$ cat src/hdl/tef_pkg.sv
`default_nettype none

package tef_pkg;

  localparam int unsigned FIELD_W = 64;
  localparam int unsigned INDEX_W = 48;
  localparam int unsigned COUNT_W = 32;
  localparam int unsigned NEST_W  = 16;
  localparam int unsigned KIND_W  = 2;
  localparam int unsigned EVENT_W = 4;
  localparam int unsigned PADDR_W = 5;
  localparam int unsigned PDATA_W = 64;

  typedef enum logic [1:0] {
    MODE_PASS     = 2'd0,
    MODE_SINGLE   = 2'd1,
    MODE_RANGE    = 2'd2,
    MODE_FUNCTION = 2'd3
  } mode_e;

  typedef enum logic [KIND_W-1:0] {
    KIND_OTHER  = 2'd0,
    KIND_CALL   = 2'd1,
    KIND_RETURN = 2'd2
  } kind_e;

  typedef enum logic [EVENT_W-1:0] {
    EV_NONE        = 4'd0,
    EV_PASS        = 4'd1,
    EV_HIT         = 4'd2,
    EV_RANGE_ENTER = 4'd3,
    EV_IN_RANGE    = 4'd4,
    EV_RANGE_EXIT  = 4'd5,
    EV_CALL        = 4'd6,
    EV_IN_FUNCTION = 4'd7,
    EV_RETURN      = 4'd8
  } event_e;

  typedef enum logic [1:0] {
    REG_FILTER_MODE   = 2'd0,
    REG_MATCH_ADDRESS = 2'd1,
    REG_RANGE_END     = 2'd2,
    REG_ROOT_LOCATION = 2'd3
  } reg_e;

  typedef struct packed {
    mode_e              filter_mode;
    logic [FIELD_W-1:0] match_address;
    logic [FIELD_W-1:0] range_end_address;
    logic [FIELD_W-1:0] root_location;
    logic               root_load;
    logic [FIELD_W-1:0] root_load_value;
  } cfg_t;

endpackage

`default_nettype wire

$ cat src/hdl/tef_if.sv
`default_nettype none

interface tef_in_if;
  logic                          valid;
  logic                          ready;
  logic [tef_pkg::KIND_W-1:0]    kind;
  logic [tef_pkg::FIELD_W-1:0]   instr_address;
  logic [tef_pkg::FIELD_W-1:0]   call_target;

  modport source (output valid, kind, instr_address, call_target, input ready);
  modport sink (input valid, kind, instr_address, call_target, output ready);
endinterface

interface tef_out_if;
  logic                          valid;
  logic                          ready;
  logic [tef_pkg::EVENT_W-1:0]   event_res;
  logic [tef_pkg::COUNT_W-1:0]   exec_count;
  logic [tef_pkg::INDEX_W-1:0]   instr_index;
  logic [tef_pkg::FIELD_W-1:0]   caller_location;
  logic [tef_pkg::FIELD_W-1:0]   return_address;

  modport source (output valid, event_res, exec_count, instr_index, caller_location,
                  return_address, input ready);
  modport sink (input valid, event_res, exec_count, instr_index, caller_location,
                return_address, output ready);
endinterface

`default_nettype wire

$ cat src/hdl/tef_cfg_regs.sv
`default_nettype none

module tef_cfg_regs (
  input  wire logic                         clk_i,
  input  wire logic                         rst_ni,
  input  wire logic                         psel,
  input  wire logic                         penable,
  input  wire logic                         pwrite,
  input  wire logic [tef_pkg::PADDR_W-1:0]  paddr,
  input  wire logic [tef_pkg::PDATA_W-1:0]  pwdata,
  output logic      [tef_pkg::PDATA_W-1:0]  prdata,
  output logic                              pready,
  output tef_pkg::cfg_t                     cfg_o
);

  tef_pkg::mode_e                   mode_q;
  logic [tef_pkg::FIELD_W-1:0]      match_q;
  logic [tef_pkg::FIELD_W-1:0]      range_end_q;
  logic [tef_pkg::FIELD_W-1:0]      root_q;
  logic                             wr_en;
  tef_pkg::reg_e                    reg_sel;

  assign pready  = 1'b1;
  assign wr_en   = psel & penable & pwrite;
  // registers sit on 8-byte boundaries
  assign reg_sel = tef_pkg::reg_e'(paddr[4:3]);

  always_ff @(posedge clk_i or negedge rst_ni) begin
    if (!rst_ni) begin
      mode_q      <= tef_pkg::MODE_PASS;
      match_q     <= '0;
      range_end_q <= '0;
      root_q      <= '0;
    end else if (wr_en) begin
      case (reg_sel)
        tef_pkg::REG_FILTER_MODE:   mode_q      <= tef_pkg::mode_e'(pwdata[1:0]);
        tef_pkg::REG_MATCH_ADDRESS: match_q     <= pwdata;
        tef_pkg::REG_RANGE_END:     range_end_q <= pwdata;
        tef_pkg::REG_ROOT_LOCATION: root_q      <= pwdata;
        default: ;
      endcase
    end
  end

  always_comb begin
    case (reg_sel)
      tef_pkg::REG_FILTER_MODE:   prdata = tef_pkg::PDATA_W'(mode_q);
      tef_pkg::REG_MATCH_ADDRESS: prdata = match_q;
      tef_pkg::REG_RANGE_END:     prdata = range_end_q;
      tef_pkg::REG_ROOT_LOCATION: prdata = root_q;
      default:                    prdata = '0;
    endcase
  end

  assign cfg_o.filter_mode       = mode_q;
  assign cfg_o.match_address     = match_q;
  assign cfg_o.range_end_address = range_end_q;
  assign cfg_o.root_location     = root_q;
  assign cfg_o.root_load         = wr_en && (reg_sel == tef_pkg::REG_ROOT_LOCATION);
  assign cfg_o.root_load_value   = pwdata;

endmodule

`default_nettype wire

$ cat src/hdl/tef_caller_stack.sv
`default_nettype none

module tef_caller_stack #(
  parameter int unsigned DEPTH = 16,
  parameter int unsigned WIDTH = 64,
  localparam int unsigned IDX_W = $clog2(DEPTH)
) (
  input  wire logic             clk_i,
  input  wire logic             wr_en_i,
  input  wire logic [IDX_W-1:0] wr_idx_i,
  input  wire logic [WIDTH-1:0] wr_data_i,
  input  wire logic [IDX_W-1:0] rd_idx_i,
  output logic      [WIDTH-1:0] rd_data_o
);

  logic [WIDTH-1:0] mem [DEPTH];
  logic [WIDTH-1:0] rd_data_q;

  always_ff @(posedge clk_i) begin
    if (wr_en_i) begin
      mem[wr_idx_i] <= wr_data_i;
    end
    rd_data_q <= mem[rd_idx_i];
  end

  assign rd_data_o = rd_data_q;

endmodule

`default_nettype wire

$ cat src/hdl/tef_engine.sv
`default_nettype none

module tef_engine #(
  parameter int unsigned STACK_DEPTH = 16,
  parameter int unsigned ADDR_WIDTH  = 64,
  localparam int unsigned LVL_W = $clog2(STACK_DEPTH + 1),
  localparam int unsigned IDX_W = $clog2(STACK_DEPTH)
) (
  input  wire logic                  clk_i,
  input  wire logic                  rst_ni,
  input  wire tef_pkg::cfg_t         cfg_i,
  tef_in_if.sink                     in_s,
  tef_out_if.source                  out_s,
  output logic                       stk_wr_en_o,
  output logic      [IDX_W-1:0]      stk_wr_idx_o,
  output logic      [ADDR_WIDTH-1:0] stk_wr_data_o,
  output logic      [IDX_W-1:0]      stk_rd_idx_o,
  input  wire logic [ADDR_WIDTH-1:0] stk_rd_data_i
);

  localparam logic [tef_pkg::INDEX_W-1:0] INDEX_MAX = '1;
  localparam logic [tef_pkg::COUNT_W-1:0] COUNT_MAX = '1;
  localparam logic [tef_pkg::NEST_W-1:0]  NEST_MAX  = '1;
  localparam logic [LVL_W-1:0]            LVL_FULL  = LVL_W'(STACK_DEPTH);

  // input register
  logic                          in_valid_q;
  logic [tef_pkg::KIND_W-1:0]    kind_q;
  logic [tef_pkg::FIELD_W-1:0]   iaddr_q;
  logic [tef_pkg::FIELD_W-1:0]   target_q;

  // filter state
  logic [tef_pkg::INDEX_W-1:0]   instr_q, instr_d;
  logic [tef_pkg::COUNT_W-1:0]   hits_q, hits_d;
  logic                          inside_q, inside_d;
  logic [tef_pkg::NEST_W-1:0]    nest_q, nest_d;
  logic [ADDR_WIDTH-1:0]         cap_q, cap_d;
  logic [ADDR_WIDTH-1:0]         cur_q, cur_d;
  logic [LVL_W-1:0]              level_q, level_d;

  // result register
  logic                          out_valid_q;
  tef_pkg::event_e               ev_q, ev_d;
  logic [ADDR_WIDTH-1:0]         caller_q, caller_d;

  logic                          in_fire;
  logic                          adv;
  logic                          bump;
  logic                          first;
  logic                          is_call;
  logic                          is_ret;
  logic [ADDR_WIDTH-1:0]         addr;
  logic [ADDR_WIDTH-1:0]         target;
  logic [ADDR_WIDTH-1:0]         m_addr;
  logic [ADDR_WIDTH-1:0]         e_addr;
  logic [ADDR_WIDTH-1:0]         root;
  logic [LVL_W-1:0]              level_nx;

  assign adv      = in_valid_q && (!out_valid_q || out_s.ready);
  assign in_s.ready = !in_valid_q || adv;
  assign in_fire  = in_s.valid && in_s.ready;

  assign addr    = iaddr_q[ADDR_WIDTH-1:0];
  assign target  = target_q[ADDR_WIDTH-1:0];
  assign m_addr  = cfg_i.match_address[ADDR_WIDTH-1:0];
  assign e_addr  = cfg_i.range_end_address[ADDR_WIDTH-1:0];
  assign root    = cfg_i.root_location[ADDR_WIDTH-1:0];
  assign is_call = (kind_q == tef_pkg::KIND_CALL);
  assign is_ret  = (kind_q == tef_pkg::KIND_RETURN);

  always_comb begin
    instr_d     = (instr_q != INDEX_MAX) ? instr_q + 1'b1 : instr_q;
    first       = (instr_d == tef_pkg::INDEX_W'(1));
    bump        = 1'b0;
    inside_d    = inside_q;
    nest_d      = nest_q;
    cap_d       = cap_q;
    cur_d       = cur_q;
    level_d     = level_q;
    ev_d        = tef_pkg::EV_NONE;
    caller_d    = '0;
    stk_wr_en_o = 1'b0;

    case (cfg_i.filter_mode)
      tef_pkg::MODE_PASS: begin
        ev_d = tef_pkg::EV_PASS;
      end
      tef_pkg::MODE_SINGLE: begin
        if (addr == m_addr) begin
          bump = 1'b1;
          ev_d = tef_pkg::EV_HIT;
        end
      end
      tef_pkg::MODE_RANGE: begin
        if (m_addr <= addr && addr <= e_addr) begin
          if (!inside_q) begin
            inside_d = 1'b1;
            bump     = 1'b1;
            ev_d     = tef_pkg::EV_RANGE_ENTER;
          end else begin
            ev_d = tef_pkg::EV_IN_RANGE;
          end
        end else if (inside_q) begin
          inside_d = 1'b0;
          ev_d     = tef_pkg::EV_RANGE_EXIT;
        end
      end
      tef_pkg::MODE_FUNCTION: begin
        if (!inside_q) begin
          if (is_call) begin
            if (target == m_addr) begin
              inside_d = 1'b1;
              bump     = 1'b1;
              ev_d     = tef_pkg::EV_CALL;
              caller_d = cur_q;
            end else if (!first) begin
              cur_d = target;
              // drop the push when the stack is full
              if (level_q < LVL_FULL) begin
                stk_wr_en_o = adv;
                level_d     = level_q + 1'b1;
              end
            end
          end
          if (is_ret && cur_q != root) begin
            if (level_q != '0) begin
              level_d = level_q - 1'b1;
            end
            // the read port already holds the entry below the top
            if (level_q > LVL_W'(1)) begin
              cur_d = stk_rd_data_i;
            end
          end
        end else begin
          ev_d = tef_pkg::EV_IN_FUNCTION;
          if (is_call && nest_q != NEST_MAX) begin
            nest_d = nest_q + 1'b1;
          end
          if (is_ret) begin
            if (nest_q == '0) begin
              if (cap_q == '0) begin
                cap_d = addr;
              end
              inside_d = 1'b0;
              ev_d     = tef_pkg::EV_RETURN;
            end else begin
              nest_d = nest_q - 1'b1;
            end
          end
        end
      end
      default: ;
    endcase

    hits_d = (bump && hits_q != COUNT_MAX) ? hits_q + 1'b1 : hits_q;
  end

  // keep the read port on the entry just below the top of the stack
  assign level_nx      = adv ? level_d : level_q;
  assign stk_rd_idx_o  = IDX_W'(level_nx - LVL_W'(2));
  assign stk_wr_idx_o  = level_q[IDX_W-1:0];
  assign stk_wr_data_o = target;

  always_ff @(posedge clk_i or negedge rst_ni) begin
    if (!rst_ni) begin
      in_valid_q  <= 1'b0;
      out_valid_q <= 1'b0;
      instr_q     <= '0;
      hits_q      <= '0;
      inside_q    <= 1'b0;
      nest_q      <= '0;
      cap_q       <= '0;
      cur_q       <= '0;
      level_q     <= '0;
    end else begin
      if (in_s.ready) begin
        in_valid_q <= in_s.valid;
      end
      if (adv) begin
        out_valid_q <= 1'b1;
      end else if (out_s.ready) begin
        out_valid_q <= 1'b0;
      end
      if (adv) begin
        instr_q  <= instr_d;
        hits_q   <= hits_d;
        inside_q <= inside_d;
        nest_q   <= nest_d;
        cap_q    <= cap_d;
        level_q  <= level_d;
      end
      if (cfg_i.root_load) begin
        cur_q <= cfg_i.root_load_value[ADDR_WIDTH-1:0];
      end else if (adv) begin
        cur_q <= cur_d;
      end
    end
  end

  always_ff @(posedge clk_i) begin
    if (in_fire) begin
      kind_q   <= in_s.kind;
      iaddr_q  <= in_s.instr_address;
      target_q <= in_s.call_target;
    end
    if (adv) begin
      ev_q     <= ev_d;
      caller_q <= caller_d;
    end
  end

  assign out_s.valid           = out_valid_q;
  assign out_s.event_res       = ev_q;
  assign out_s.exec_count      = hits_q;
  assign out_s.instr_index     = instr_q;
  assign out_s.caller_location = tef_pkg::FIELD_W'(caller_q);
  assign out_s.return_address  = tef_pkg::FIELD_W'(cap_q);

`ifndef NO_ASSERTIONS
  a_level_bound: assert property (@(posedge clk_i) disable iff (!rst_ni)
    level_q <= LVL_FULL)
    else $error("caller stack level beyond depth");

  a_no_push_full: assert property (@(posedge clk_i) disable iff (!rst_ni)
    stk_wr_en_o |-> level_q < LVL_FULL)
    else $error("push into a full caller stack");

  a_count_holds: assert property (@(posedge clk_i) disable iff (!rst_ni)
    !adv |=> $stable(instr_q) && $stable(hits_q))
    else $error("counters moved without an instruction");

  a_exit_reported: assert property (@(posedge clk_i) disable iff (!rst_ni)
    $fell(inside_q) |-> out_valid_q &&
      (ev_q == tef_pkg::EV_RANGE_EXIT || ev_q == tef_pkg::EV_RETURN))
    else $error("left range or function without an exit event");
`endif

endmodule

`default_nettype wire

$ cat src/hdl/trace_event_filter.sv
// Trace event filter: watches a stream of retired instructions, one per clock
// unless out_o stalls. Input channel in_i carries kind (other, call, return),
// instruction address and call target; output channel out_o carries one result
// per instruction: event code, saturating execution count, one-based instruction
// index, caller location on a traced call, and the captured return address.
// The APB port sets filter mode, match address, range end and root location;
// registers sit at byte addresses 0, 8, 16 and 24. Writing the root location
// also loads the current caller location. Write only while no request is in
// flight.
// An accepted request waits in the input register; the filter logic then loads
// the result register, which presents the valid result. Throughput is one
// instruction per clock while out_o does not stall; the caller stack is a
// single-port-write, registered-read memory whose read port always tracks the
// entry under the top, so a pop completes in the same cycle.
// When out_o stalls, the result register holds and the input register still
// takes one more request; in_i.ready drops only when both are full.
// Reset clears all counters, flags, the stack level, the valid bits and the APB
// registers; the stack contents are not cleared and need no clearing pass.
`default_nettype none

module trace_event_filter #(
  parameter int unsigned STACK_DEPTH = 16,
  parameter int unsigned ADDR_WIDTH  = 64
) (
  input  wire logic                         clk_i,
  input  wire logic                         rst_ni,
  tef_in_if.sink                            in_i,
  tef_out_if.source                         out_o,
  input  wire logic                         psel,
  input  wire logic                         penable,
  input  wire logic                         pwrite,
  input  wire logic [tef_pkg::PADDR_W-1:0]  paddr,
  input  wire logic [tef_pkg::PDATA_W-1:0]  pwdata,
  output logic      [tef_pkg::PDATA_W-1:0]  prdata,
  output logic                              pready
);

  localparam int unsigned IDX_W = $clog2(STACK_DEPTH);

  tef_pkg::cfg_t          cfg;
  logic                   stk_wr_en;
  logic [IDX_W-1:0]       stk_wr_idx;
  logic [ADDR_WIDTH-1:0]  stk_wr_data;
  logic [IDX_W-1:0]       stk_rd_idx;
  logic [ADDR_WIDTH-1:0]  stk_rd_data;

  tef_cfg_regs u_cfg (
    .clk_i   (clk_i),
    .rst_ni  (rst_ni),
    .psel    (psel),
    .penable (penable),
    .pwrite  (pwrite),
    .paddr   (paddr),
    .pwdata  (pwdata),
    .prdata  (prdata),
    .pready  (pready),
    .cfg_o   (cfg)
  );

  tef_caller_stack #(
    .DEPTH (STACK_DEPTH),
    .WIDTH (ADDR_WIDTH)
  ) u_stack (
    .clk_i     (clk_i),
    .wr_en_i   (stk_wr_en),
    .wr_idx_i  (stk_wr_idx),
    .wr_data_i (stk_wr_data),
    .rd_idx_i  (stk_rd_idx),
    .rd_data_o (stk_rd_data)
  );

  tef_engine #(
    .STACK_DEPTH (STACK_DEPTH),
    .ADDR_WIDTH  (ADDR_WIDTH)
  ) u_engine (
    .clk_i         (clk_i),
    .rst_ni        (rst_ni),
    .cfg_i         (cfg),
    .in_s          (in_i),
    .out_s         (out_o),
    .stk_wr_en_o   (stk_wr_en),
    .stk_wr_idx_o  (stk_wr_idx),
    .stk_wr_data_o (stk_wr_data),
    .stk_rd_idx_o  (stk_rd_idx),
    .stk_rd_data_i (stk_rd_data)
  );

endmodule

`default_nettype wire
$ cat src/flat_wrapper.sv
// flat-port wrapper written by rule: the top's interface ports become plain ports
module trace_event_filter_flat 
#(
  parameter int unsigned STACK_DEPTH = 16,
  parameter int unsigned ADDR_WIDTH  = 64
)
  (clk_i, rst_ni, psel, penable, pwrite, paddr, pwdata, prdata, pready, in_i_valid, in_i_kind, in_i_instr_address, in_i_call_target, in_i_ready, out_o_valid, out_o_event_res, out_o_exec_count, out_o_instr_index, out_o_caller_location, out_o_return_address, out_o_ready);
  tef_in_if in_i_i ();
  tef_out_if out_o_i ();
  input  wire logic clk_i;
  input  wire logic rst_ni;
  input  wire logic psel;
  input  wire logic penable;
  input  wire logic pwrite;
  input  wire logic [tef_pkg::PADDR_W-1:0] paddr;
  input  wire logic [tef_pkg::PDATA_W-1:0] pwdata;
  output logic      [tef_pkg::PDATA_W-1:0] prdata;
  output logic pready;
  input wire logic [$bits(in_i_i.valid)-1:0] in_i_valid;
  input wire logic [$bits(in_i_i.kind)-1:0] in_i_kind;
  input wire logic [$bits(in_i_i.instr_address)-1:0] in_i_instr_address;
  input wire logic [$bits(in_i_i.call_target)-1:0] in_i_call_target;
  output wire logic [$bits(in_i_i.ready)-1:0] in_i_ready;
  output wire logic [$bits(out_o_i.valid)-1:0] out_o_valid;
  output wire logic [$bits(out_o_i.event_res)-1:0] out_o_event_res;
  output wire logic [$bits(out_o_i.exec_count)-1:0] out_o_exec_count;
  output wire logic [$bits(out_o_i.instr_index)-1:0] out_o_instr_index;
  output wire logic [$bits(out_o_i.caller_location)-1:0] out_o_caller_location;
  output wire logic [$bits(out_o_i.return_address)-1:0] out_o_return_address;
  input wire logic [$bits(out_o_i.ready)-1:0] out_o_ready;
  assign in_i_i.valid = in_i_valid;
  assign in_i_i.kind = in_i_kind;
  assign in_i_i.instr_address = in_i_instr_address;
  assign in_i_i.call_target = in_i_call_target;
  assign in_i_ready = in_i_i.ready;
  assign out_o_valid = out_o_i.valid;
  assign out_o_event_res = out_o_i.event_res;
  assign out_o_exec_count = out_o_i.exec_count;
  assign out_o_instr_index = out_o_i.instr_index;
  assign out_o_caller_location = out_o_i.caller_location;
  assign out_o_return_address = out_o_i.return_address;
  assign out_o_i.ready = out_o_ready;
  trace_event_filter #(.STACK_DEPTH(STACK_DEPTH), .ADDR_WIDTH(ADDR_WIDTH)) u_core (.clk_i(clk_i), .rst_ni(rst_ni), .in_i(in_i_i), .out_o(out_o_i), .psel(psel), .penable(penable), .pwrite(pwrite), .paddr(paddr), .pwdata(pwdata), .prdata(prdata), .pready(pready));
endmodule
$ cat config.mk
export PLATFORM = sky130hd
export DESIGN_NAME = trace_event_filter_flat
export DESIGN_NICKNAME = d
export VERILOG_FILES = /design/src/hdl/tef_pkg.sv /design/src/hdl/tef_if.sv /design/src/hdl/tef_cfg_regs.sv /design/src/hdl/tef_caller_stack.sv /design/src/hdl/tef_engine.sv /design/src/hdl/trace_event_filter.sv /design/src/flat_wrapper.sv
export SDC_FILE = /design/constraint.sdc
export NUM_CORES = 2
export LEC_CHECK = 0
export BUFFER_PORTS_ARGS = -buffer_cell sky130_fd_sc_hd__buf_4
export CORE_MARGIN = 2
export CORE_UTILIZATION = 38
export DETAILED_ROUTE_END_ITERATION = 7
export GPL_ROUTABILITY_DRIVEN = 1
export GPL_TIMING_DRIVEN = 0
export SETUP_SLACK_MARGIN = 0.15
export SLEW_MARGIN = 0
export SYNTH_ARGS = -nofsm -noshare
export SYNTH_HDL_FRONTEND = slang
export SYNTH_SLANG_ARGS = --single-unit
$ cat constraint.sdc
create_clock -name clk_i -period 14.3 [get_ports clk_i]
set_clock_uncertainty 0.05 [all_clocks]
set_input_delay 1.43 -clock clk_i [delete_from_list [all_inputs] [get_ports clk_i]]
set_output_delay 1.43 -clock clk_i [all_outputs]
set_load 0.005 [all_outputs]
# Yosys cells after proc, flatten, opt, wreduce, memory -nomap -nowiden
# Memory sizes are Yosys's and may differ from the RTL's. A register that Yosys moved wholly into a read port is not among the register bits.
# Index checks and enable logic that the tools add are counted.
classes:
  add_sub_neg: 7
  reduce_logical: 30
  eq_ne: 16
  mux: 55
  magnitude_cmp: 4
  n_bitwise: 5
op_table:
  columns: ["cell", "n"]
  rows:
  - ["$mux 64", 9]
  - ["$pmux 64 s4", 1]
  - ["$eq 64x64->1", 2]
  - ["$le 64x64->1", 2]
  - ["$logic_not 64->1", 1]
  - ["$ne 64x64->1", 1]
  - ["$add 48x1->48 const B", 1]
  - ["$eq 48x1->1 const B", 1]
  - ["$mux 16", 3]
  - ["$mux 48", 1]
  - ["$ne 48x48->1 const B", 1]
  - ["$mux 5", 9]
  - ["$add 32x1->32 const B", 1]
  - ["$ne 32x32->1 const B", 1]
  - ["$mux 1", 20]
  - ["$add 16x1->16 const B", 1]
  - ["$logic_not 16->1", 1]
  - ["$mux 4", 4]
  - ["$ne 16x16->1 const B", 1]
  - ["$pmux 4 s4", 1]
  - ["$sub 16x1->16 const B", 1]
  - ["$mux 3", 4]
  - ["$reduce_and 2->1", 6]
  - ["$eq 2x2->1 const B", 5]
  - ["other kinds (21)", 39]
totals:
  memories: 1
  reg_bits: 624
  output_inout_bits: 279
  mem_bits_rw: 1024
  word_cells: 136
mem_list:
  columns: ["memory", "words", "word_bits", "read_ports", "rd_clocked_by_memory_dff", "write_ports", "line", "rtl"]
  rows:
  - ["u_core.u_stack.mem", 16, 64, 1, 1, 1, "tef_caller_stack.sv:16", "logic [WIDTH-1:0] mem [DEPTH];"]

# Depth between registers and ports, before layout
logic_depth:
  depth_word: 12
  depth_mapped: 26

# By module
# A second synthesis with hierarchy kept.
unflattened:
  cells_unflattened: 4400
  hier_area_um2: 72339.4
by_module_without_submodules:
  columns: ["mod", "area_each_um2", "cells_per_inst", "n_inst"]
  rows:
  - ["tef_caller_stack", 39581.7, 1647, 1]
  - ["tef_engine", 23339.9, 2124, 1]
  - ["tef_cfg_regs", 9417.8, 629, 1]

# Worst setup path before layout
# OpenSTA, ideal clock, no wires.
synth_path:
  kind: "input port to flip-flop"
  from: "input port out_o_ready"
  to: "memory u_core.u_stack.mem[10][0], enable pin"
  path_stages: 8
  n_path_buf: 2
  setup_ns: 0.667
  arrival_ns: 9.854
  slack_ns: 3.728
  path_cell_list: "nand2b_1 -> nand2_1 -> or3_1 -> or3_1 -> clkbuf_1 -> buf_1 -> nor2_1 -> nor4b_1"
synth_between:
  elab_chain_len: 10
synth_lines:
  columns: ["element", "line", "rtl"]
  rows:
  - ["start, declared", "flat_wrapper.sv:30", "input wire logic [$bits(out_o_i.ready)-1:0] out_o_ready;"]
  - ["$logic_or 1x1->1", "tef_engine.sv:59", "assign adv = in_valid_q && (!out_valid_q || out_s.ready);"]
  - ["$logic_and 1x1->1", "tef_engine.sv:59", null]
  - ["$mux 1", "tef_engine.sv:119", "if (level_q < LVL_FULL) begin"]
  - ["$mux 1", "tef_engine.sv:116", "end else if (!first) begin"]
  - ["$mux 1", "tef_engine.sv:111", "if (target == m_addr) begin"]
  - ["$mux 1", "tef_engine.sv:110", "if (is_call) begin"]
  - ["$mux 1", "tef_engine.sv:109", "if (!inside_q) begin"]
  - ["$mux 1", "tef_engine.sv:84", "case (cfg_i.filter_mode)"]
  - ["$mux 1", "tef_caller_stack.sv:20", "if (wr_en_i) begin"]
  - ["$mux 1 (not written as such)", "tef_caller_stack.sv:21", "mem[wr_idx_i] <= wr_data_i;"]
  - ["end, declared", "tef_caller_stack.sv:16", null]
# Every way passes these cells.

# Final worst setup path
layout_path:
  from: "register u_core.u_engine.instr_q, in the netlist u_core.u_engine.out_s.instr_index[0]"
  to: "register u_core.u_stack.rd_data_q[62] (netlist: u_core.u_stack.rd_data_o[62]) (read register of u_core.u_stack.mem)"
layout_between:
  elab_chain_len: 12
  word_cells_on_any_way: 13
  classes_between: "add/sub (2); eq/ne (2); mux (9)"
layout_lines:
  columns: ["element", "line", "rtl"]
  rows:
  - ["start, declared", "tef_engine.sv:33", "logic [tef_pkg::INDEX_W-1:0] instr_q, instr_d;"]
  - ["start signal, assigned", "tef_engine.sv:185", "instr_q <= instr_d;"]
  - ["$add 48x1->48 or $ne 48x48->1 (tied branches)", "tef_engine.sv:72", "instr_d = (instr_q != INDEX_MAX) ? instr_q + 1'b1 : instr_q;"]
  - ["$mux 48 *", "tef_engine.sv:72", null]
  - ["$eq 48x1->1 *", "tef_engine.sv:73", "first = (instr_d == tef_pkg::INDEX_W'(1));"]
  - ["$mux 5 *", "tef_engine.sv:116", null]
  - ["$mux 5 *", "tef_engine.sv:111", null]
  - ["$mux 5 *", "tef_engine.sv:110", null]
  - ["$mux 5", "tef_engine.sv:126", "if (level_q != '0) begin"]
  - ["$mux 5 *", "tef_engine.sv:125", "if (is_ret && cur_q != root) begin"]
  - ["$mux 5 *", "tef_engine.sv:109", null]
  - ["$mux 5 *", "tef_engine.sv:84", null]
  - ["$mux 5 *", null, null]
  - ["$sub 4x2->4 *", "tef_engine.sv:160", "assign stk_rd_idx_o = IDX_W'(level_nx - LVL_W'(2));"]
  - ["end, declared", "tef_caller_stack.sv:17", "logic [WIDTH-1:0] rd_data_q;"]
# Mark *: on every way between the ends. The rest lies on a longest branch, timed or not.
# A chain may end at the register's enable or synchronous reset.

==> impl_metrics.yaml <==
drt:
  vias_per_cell: 6.03
  drt-wirelength-per-cell_um: 28.6
  routed_wl_mm: 313
  drtPass1Iterations: 8
  ant_nets: 0
  dr.first_iter.drc_count: 9353
  vias: 65745
  drc: 0
cts:
  clkLatencyLatePin_ns: 0.84
  clk_path_buf_depth: 3
  clk_pin_slew_worst_paths_ns: 0.06
  cts_setup_buffers: 0
  cts_resized: 0
  cts-htree-levels: 4
  holdBufCountCts: 0
  cts-buffers-inserted: 186
  clkSinkCount: 1712
  ctsRootBufferMaster: "clkbuf_16"
  tritoncts: "built"
floorplan:
  start_util_pct: 38.1
  die-height_um: 465
  coreArea_um2: 212000
  fp.dieW_um: 465
  num_rows: 169
  io-pin-count: 485
  dieArea_um2: 216000
layout:
  final_cell_area_um2: 95500
  drive_above_1_share_pct: 13.7
  fin_cells: 10912
  utilization_pct: 45.1
  layout_commonest_cell: "edfxtp_1"
  fillerInstances: 19380
  fin_nets: 8259
  syn_to_final_growth_pct: 18.3
  final_cell_mix: "edfxtp_1 (1,222), nor2_1 (1,043), o21ai_0 (533)"
outcome:
  violations: "capacitance limit, slew limit"
  status: "finished with violations"
place:
  post-place-ws_ns: 4.57
  dp_hpwl_mm: 234
  numPortBuffers: 479
  placed_area_um2: 89100
  placedCellCount: 10547
  place_congestion: 0.952
critical_path:
  crit_chain: "ha_1 -> buf_2 -> nand4_1 -> nor4_2 -> nand3_2 -> and3_1 -> nor4_1 -> o2111ai_2 -> o31ai_2 -> clkbuf_1 -> o31ai_1 -> nand2_1 -> xor2_1 -> ha_1 -> clkbuf_1 -> or2_2 -> clkbuf_1 -> clkbuf_1 -> clkbuf_1 -> clkbuf_1 -> nor3_1 -> a2111o_1 -> o211ai_1"
  worst_r2r_endpoint: "u_core.u_stack.rd_data_o[62]"
  ff2ff_setup_slack_ns: 4.02
  required_ns: 14.92
  regToRegStartpoint: "u_core.u_engine.out_s.instr_index[0]"
  crit_type: "reg2reg"
  arrival_ns: 10.90
  cp_max_fo: 10
  cp-end-kind: "flop"
  slowest_delay_ns: 1.13
  start_kind: "flop"
  r2r_cells: 23
  worst_path_max_delay_cell: "clkbuf_1"
  crit_top_cell: "clkbuf_1"
power:
  seqPwrFrac_pct: 36.0
  internal_power_mw: 10.8
  p_leak_nw: 36.3
  total_power_mw: 17.7
  power.switching_mw: 6.91
  irDropWorstVdd_uv: 148
  clkPwrFrac_pct: 28.7
  combPwrFrac_pct: 35.3
  p_per_area_nw_per_um2: 185
  p_sw_share_pct: 39.1
global_routing:
  grt_pass1_vias: 62089
  grt_use_total_pct: 28.0
  grt_pass1_wl_mm: 442
  grt_overflow: 0
  grt_max_degree: 106
  antenna_found_initial: 29
synthesis:
  syn_nets: 7496
  synthCells: 7151
  synth.area.top_cells: "edfxtp_1 (45%), dfrtp_1 (13%), nor2_1 (4.8%)"
  synth-edff-count: 1222
  synth_area_per_cell_um2: 11.3
  yosys.area.top_type: "edfxtp_1"
  yosysWarnings: 0
  synthFlopType: "edfxtp_1"
  synth.distinct_cells: 80
  synthArstFlopShare_pct: 24.9
  seq_area_frac_synth_pct: 60.2
  postSynthRegisterBits: 1712
  synth_top_cell_area_share_pct: 45.5
  syn_area_um2: 80700
timing:
  worstMarginPinSlew_ns: 1.61
  finalSetupViolCount: 0
  max_freq_mhz: 97.3
  relSlewSlack_pct: -8.14
  post-route-period-util_pct: 71.9
  fin_crit_ns: 10.28
  rsz0062_at_grt: "false"
  hold_violations: 0
  fin_ws_ns: 4.02
  drv_slew: 27
worst_hold_path:
  min_path_type: "in2async"
job:
  max-cap-violations: 4
## flip-flops by register name, summed over array words and instances, names as in the netlist, 16 cells and up
signal                                 cells
u_core.u_cfg.range_end_q                  64
u_core.u_engine.nest_q                    16
u_core.u_cfg.match_q                      64
u_core.u_engine.out_s.return_address      64
u_core.u_stack.rd_data_o                  64
u_core.u_stack.mem                      1024
u_core.u_engine.out_s.exec_count          32
u_core.u_cfg.root_q                       64
u_core.u_engine.out_s.caller_location     64
u_core.u_engine.stk_wr_data_o             64
u_core.u_engine.addr                      64
u_core.u_engine.out_s.instr_index         48
u_core.u_engine.cur_q                     64
## stage by stage
step / TNS [ns] / hold WS [ns]
finish: 0 / 0.439
global route: 0 / 0.440
CTS: 0 / 0.405
detailed placement: 0 / 0.426
global placement: -651.42 / 0.421
floorplan: 0 / 0.407
## synth_stat cells (all sizes together), types with 117 or more instances
master,number
nand2,462
xnor2,135
clkbuf,466
ha,139
inv,156
nand3,117
o32ai,201
mux2,128
edfxtp,1222
or3,442
nor2,1043
o311ai,126
nor3,153
o21ai,543
dfrtp,426
## power by group through the flow
stage                     Sequential (mW)  Clock, mW  Combinational [mW]
after floorplan                      6.17          0                3.35
after global placement               6.44          0                5.89
after detailed placement             6.44          0                6.00
after CTS                            6.34       5.12                6.03
after global routing                 6.39       5.32                6.55
final                                6.36       5.08                6.23
## worst max-delay path by stage
stage                                                     from  depth (start not counted)  slack [ns]                      endpoint
after global routing      u_core.u_engine.out_s.instr_index[0]                         23        3.99  u_core.u_stack.rd_data_o[62]
after detailed placement  u_core.u_engine.out_s.instr_index[0]                         23        4.57  u_core.u_stack.rd_data_o[62]
after floorplan                                    out_o_ready                          8        3.73     u_core.u_stack.mem[10][0]
final                     u_core.u_engine.out_s.instr_index[0]                         23        4.02  u_core.u_stack.rd_data_o[62]
after CTS                 u_core.u_engine.out_s.instr_index[0]                         23        4.56  u_core.u_stack.rd_data_o[62]
after global placement    u_core.u_engine.out_s.instr_index[0]                         14       -3.46     u_core.u_stack.mem[8][13]
## critical path: cells and delay by family, from the launching register on
family	cells	cell delay (ns)
buffers and inverters	7	4.04
AND/OR/NAND/NOR	8	2.24
flip-flops	1	0.52
XOR/XNOR	1	0.27
adder cells (fa/ha/maj)	2	0.38
AO/OA/AOI/OAI	5	2.59
## cell type report
type / count / area [um^2] / area share (%)
tap: 2821 / 3530 / 3.69
clock buffer: 232 / 5030 / 5.27
timing repair buffer: 575 / 4720 / 4.95
antenna: 16 / 40.0 / 0.0419
sequential: 1712 / 48600 / 50.9
buffer: 548 / 2220 / 2.32
clock inverter: 117 / 1360 / 1.42
inverter: 157 / 594 / 0.622
multi-input combinational: 4734 / 29400 / 30.8
## routing by layer
layer  vias up  global-route usage, %  wire, um
met1     32871                   38.3    127000
met3       651                   7.48     34000
met4        18                   14.0     17100
met5         -                      0       122
met2      3891                   40.9    134000
li1      28314                      -         -
## kinds of logic (layout without fill, tap and decap cells)
| logic type | after synthesis | in the layout | synth area share [%] |
|---|---|---|---|
| mux | 198 | 198 | 2.72 |
| fa+ha+maj | 139 | 139 | 2.15 |
| other cells | 1 | 17 | 0.00465 |
| buf+inv | 705 | 1629 | 3.47 |
| flops | 1712 | 1712 | 60.2 |
| compound gates | 1587 | 1587 | 13.8 |
| simple gates | 2573 | 2573 | 15.1 |
| xor+xnor | 236 | 236 | 2.58 |
No activity file was read; power rests on OpenSTA's default activity.
